$ cat config.mk
export PLATFORM = sky130hd
export DESIGN_NAME = bli_ram
export DESIGN_NICKNAME = d
export VERILOG_FILES = /design/src/hdl/bli_ram.sv
export SDC_FILE = /design/constraint.sdc
export NUM_CORES = 1
export LEC_CHECK = 0
export BUFFER_PORTS_ARGS = -buffer_cell sky130_fd_sc_hd__buf_2
export CAP_MARGIN = 20
export CORE_ASPECT_RATIO = 1.75
export CORE_MARGIN = 3
export CORE_UTILIZATION = 63
export CTS_BUF_LIST = sky130_fd_sc_hd__clkbuf_4 sky130_fd_sc_hd__clkbuf_8
export DETAILED_ROUTE_END_ITERATION = 7
export PLACE_DENSITY = 0.78
export SYNTH_ARGS = -nofsm -noshare
export SYNTH_HDL_FRONTEND = slang
export SYNTH_SLANG_ARGS = --single-unit
$ cat constraint.sdc
create_clock -name clk_i -period 1.9 [get_ports clk_i]
set_input_delay 0.19 -clock clk_i [delete_from_list [all_inputs] [get_ports clk_i]]
set_output_delay 0.19 -clock clk_i [all_outputs]
set_load 0.1 [all_outputs]
$ cat src/hdl/bli_ram.sv
// Generic single-write, single-read RAM with registered read data.
module bli_ram #(
  parameter int WIDTH = 8,
  parameter int DEPTH = 16
) (
  input  logic                     clk_i,
  input  logic                     we_i,
  input  logic [$clog2(DEPTH)-1:0] waddr_i,
  input  logic [WIDTH-1:0]         wdata_i,
  input  logic [$clog2(DEPTH)-1:0] raddr_i,
  output logic [WIDTH-1:0]         rdata_o
);

  logic [WIDTH-1:0] mem [DEPTH];

  always_ff @(posedge clk_i) begin
    if (we_i) begin
      mem[waddr_i] <= wdata_i;
    end
    rdata_o <= mem[raddr_i];
  end

endmodule

[After elaboration in Yosys (flattened, before gate mapping)]
Memories as Yosys holds them, arrays and structs flattened. A register that Yosys moved wholly into a read port is not among the register bits.
Index checks and enable logic that the tools add are counted.
Storage, ports and cells
  bits in writable memories: 128
  memories kept: 1
  bits of input ports: 18
  flip-flop bits (word level): 0
  word-level logic and storage cells: 3
  output and inout port bits: 8
Operators by class
  multiplexer cells: 2
Memory list
  mem: words 16, width 8, rd ports 1, clocked after memory_dff 1, write ports 1, line 14  | logic [WIDTH-1:0] mem [DEPTH];
Operators by type and width (count)
  $mux 1: 2

[Longest topological paths before layout]
  word-level depth: 2
  gate-level depth with buffers: 5
  depth with buffers taken out: 3

[Worst setup path before layout]
No wires, ideal clock.
  path kind: input port to flip-flop
  start: input port waddr_i[2]
  end: memory mem[0][0], enable pin
  path buffers: 0
  arrival time: 1.300 ns
  stages on the path: 2
  setup slack: 0.217 ns
  library setup time: 0.383 ns
  cells stage by stage: or3b_2 -> nor3_1
RTL lines
  start, declared: line 8  | input logic [$clog2(DEPTH)-1:0] waddr_i,
  end, declared: line 14
No word-level cell before the write port.

[Worst setup path after layout]
  start: register rdata_o[7], read port of mem
  end: output port rdata_o[7]
RTL lines
  start, declared: line 11  | output logic [WIDTH-1:0] rdata_o
No word-level cell between the ends.

==> results.tsv <==
metric	value	unit
wire length of the first global-routing pass	14100	µm
largest net degree at the start of global routing	17	
final core area utilization	73.8	%
Critical Path Sink Type	primary output	
gate family responsible for the most delay along the worst path	buffers and inverters	
leakage	2.01	nW
area of all sequential standard cells	4000	µm²
EDFF count, synth	128	
Max Clock Freq	0.715	GHz
routed length per instance	22.7	µm
minimum clock period	1400	ps
clk root buf	sky130_fd_sc_hd__clkbuf_8	
signed area change from the synthesized netlist to the final layout	14.2	%
total wirelength of the detailed-routed design	8810	µm
data arrival time at the worst-slack endpoint	1210	ps
worst clock skew	7.27	ps
count of buffering cells on the critical path with inverters included	1	
detailed-route DRC error count	0	
area of the multi-input gates	1060	µm²
number of antenna violations at the first check in global routing	0	
net count after synthesis	247	
net switching power	0.00134	W
Avg Inst Size Synth	22.5	µm²
most area-consuming cells after synthesis	sky130_fd_sc_hd__edfxtp_1, sky130_fd_sc_hd__mux4_2, sky130_fd_sc_hd__mux4_1	
RSZ-0062 raised after global routing	no	
Initial Utilization	64.6	%
Internal Pwr Total	0.00465	W
total power per unit cell area	1020	nW/µm²
half-perimeter wire length after detailed placement	6290	µm
most common cell in the netlist	sky130_fd_sc_hd__edfxtp_1	
TritonCTS buffer count	17	
category of the most critical setup path	reg2out	
largest fanout on the critical path	1	
setup ws final	502	ps
die width	74.3	µm
area share of the largest cell type after synthesis	74.7	%
switching part of the total power	22.3	%
H-Tree Depth	4	
via count of the first global-routing pass	2616	
number of top-level design ports	26	
number of nets still failing antenna checks after routing	0	
die boundary height	126	µm
final estimated routing congestion in global placement	0.763	
detailed router's first-iteration violation count	175	
Clock Path Buffers	2	
placed inst area	5500	µm²
register bit total from synthesis	136	
number of core rows	43	
HP Class	in2reg	
net count of the finished layout	303	
post-synth top area cell	sky130_fd_sc_hd__edfxtp_1	
count of final setup violators	0	
combinational group share of total power	7.5	%
number of distinct standard cells referenced by the synthesized netlist	19	
Slew Limit Headroom	59.5	%
Final Slew Violations	0	
chain of cells forming the critical path	buf_2	
Syn. warnings	0	
pin slew with the least headroom to its limit	606	ps
run status	completed	
core area	7960	µm²
highest cell delay on the worst timing path	440	ps
number of gates resized after CTS	0	
final worst-path cycle share	73.6	%
GR Overflow Total	0	
fraction of power consumed by the clock network	36.2	%
worst setup slack after placement	305	ps
max-cap viol count	0	
Post-synth ARST share	0	%
cell count after synthesis	229	
share of post-route cells with drive strength above 1	32.6	%
required time at the worst-slack endpoint	1710	ps
cell area after synthesis	5150	µm²
fill count	464	
setup total negative slack	0	ps
Overall Power	0.00599	W
master of the slowest instance on the critical path	sky130_fd_sc_hd__buf_2	
total count of hold-check failures in the final report	0	
total clock sinks	136	
Total Die Area	9330	µm²
# diodes	0	
clock-pin slew on the worst setup and hold paths	70	ps
launching element type of the critical path	flop	
cts hold-fix bufs	0	
relative contribution of sequential cells to total power	56.3	%
buffers inserted during post-CTS setup optimization	0	
port bufs	25	
mean number of vias per cell	6.24	
Final Instance Area	5880	µm²
most instantiated flip-flop cell in the synthesis netlist	sky130_fd_sc_hd__edfxtp_1	
CTS tree	yes	
total iterations of the first detailed-routing run	4	
peak ir drop on the vdd network	905	µV
total routing resource utilization after global routing	22.0	%
most common library cells after synthesis	sky130_fd_sc_hd__edfxtp_1, sky130_fd_sc_hd__mux4_2, sky130_fd_sc_hd__a22oi_1, sky130_fd_sc_hd__mux4_1, sky130_fd_sc_hd__nor2_1	
portion of the post-synthesis area used by sequential elements	77.8	%
via count	2421	
insertion delay to the later sink of the worst-skew pair	420	ps
==> worst register-to-register path: stages, from the launching register on <==
cell,delay (ps)
sky130_fd_sc_hd__edfxtp_1,370
sky130_fd_sc_hd__mux4_1,510
sky130_fd_sc_hd__a22oi_1,220
sky130_fd_sc_hd__nand2_1,80
==> layout make-up <==
| type | instances | area share [%] |
|---|---|---|
| clock buffer | 18 | 4.11 |
| tap | 90 | 1.92 |
| multi-input combinational | 83 | 18.0 |
| sequential | 136 | 68.1 |
| clock inverter | 14 | 2.28 |
| timing repair buffer | 47 | 5.58 |
==> power by group through the flow <==
stage	combinational, W	sequential [W]	clock (W)
final	0.000448	0.00337	0.00217
after global routing	0.000483	0.00338	0.00236
after CTS	0.000453	0.00337	0.00221
after detailed placement	0.000452	0.00344	0
after global placement	0.000441	0.00343	0
after floorplan	0.000170	0.00358	0
==> stage by stage <==
step,instances,hold WS (ps)
floorplan,229,289
global placement,356,559
detailed placement,356,582
CTS,388,113
global route,388,128
finish,388,150
==> state kept, by name, summed over array words and instances, names as in the netlist <==
name,flops
rdata_o,8
mem,128
==> layout by cell type (no fill, tap or decap), types with 6 or more instances in the layout <==
cell	n
sky130_fd_sc_hd__a22oi_1	16
sky130_fd_sc_hd__buf_2	25
sky130_fd_sc_hd__buf_4	19
sky130_fd_sc_hd__clkbuf_8	17
sky130_fd_sc_hd__clkinv_2	6
sky130_fd_sc_hd__dfxtp_1	8
sky130_fd_sc_hd__edfxtp_1	128
sky130_fd_sc_hd__mux4_1	14
sky130_fd_sc_hd__mux4_2	18
sky130_fd_sc_hd__nand2_1	9
sky130_fd_sc_hd__nor2_1	13
==> layer usage <==
layer  vias up  share of wire, %  track usage (%)
met4         0               2.2             9.12
met5         -                 0                0
li1       1083                 -                -
met2        78                56             36.3
met3        19               4.4             6.68
met1      1241                37             26.7
==> logic make-up (layout without fill, tap and decap cells) <==
logic type             after synthesis  count (layout)  share of synthesized area, %
DFF                                136             136                          77.8
AOI/OAI and AO/OA                   16              16                          2.33
buffers and inverters               10              79                          1.68
muxes                               32              32                          15.0
and+or+nand+nor                     35              35                          3.18
==> path summary, 6_finish.rpt <==
check,startpoint,end,slack [ps],depth (start not counted)
setup reg to reg,mem[1][0],rdata_o[0],600,3
hold / removal,wdata_i[0],mem[10][0],150,1
hold reg to reg,mem[12][2],rdata_o[2],690,3
setup / recovery,rdata_o[7],rdata_o[7],500,1
(Power assumes the default switching activity.)
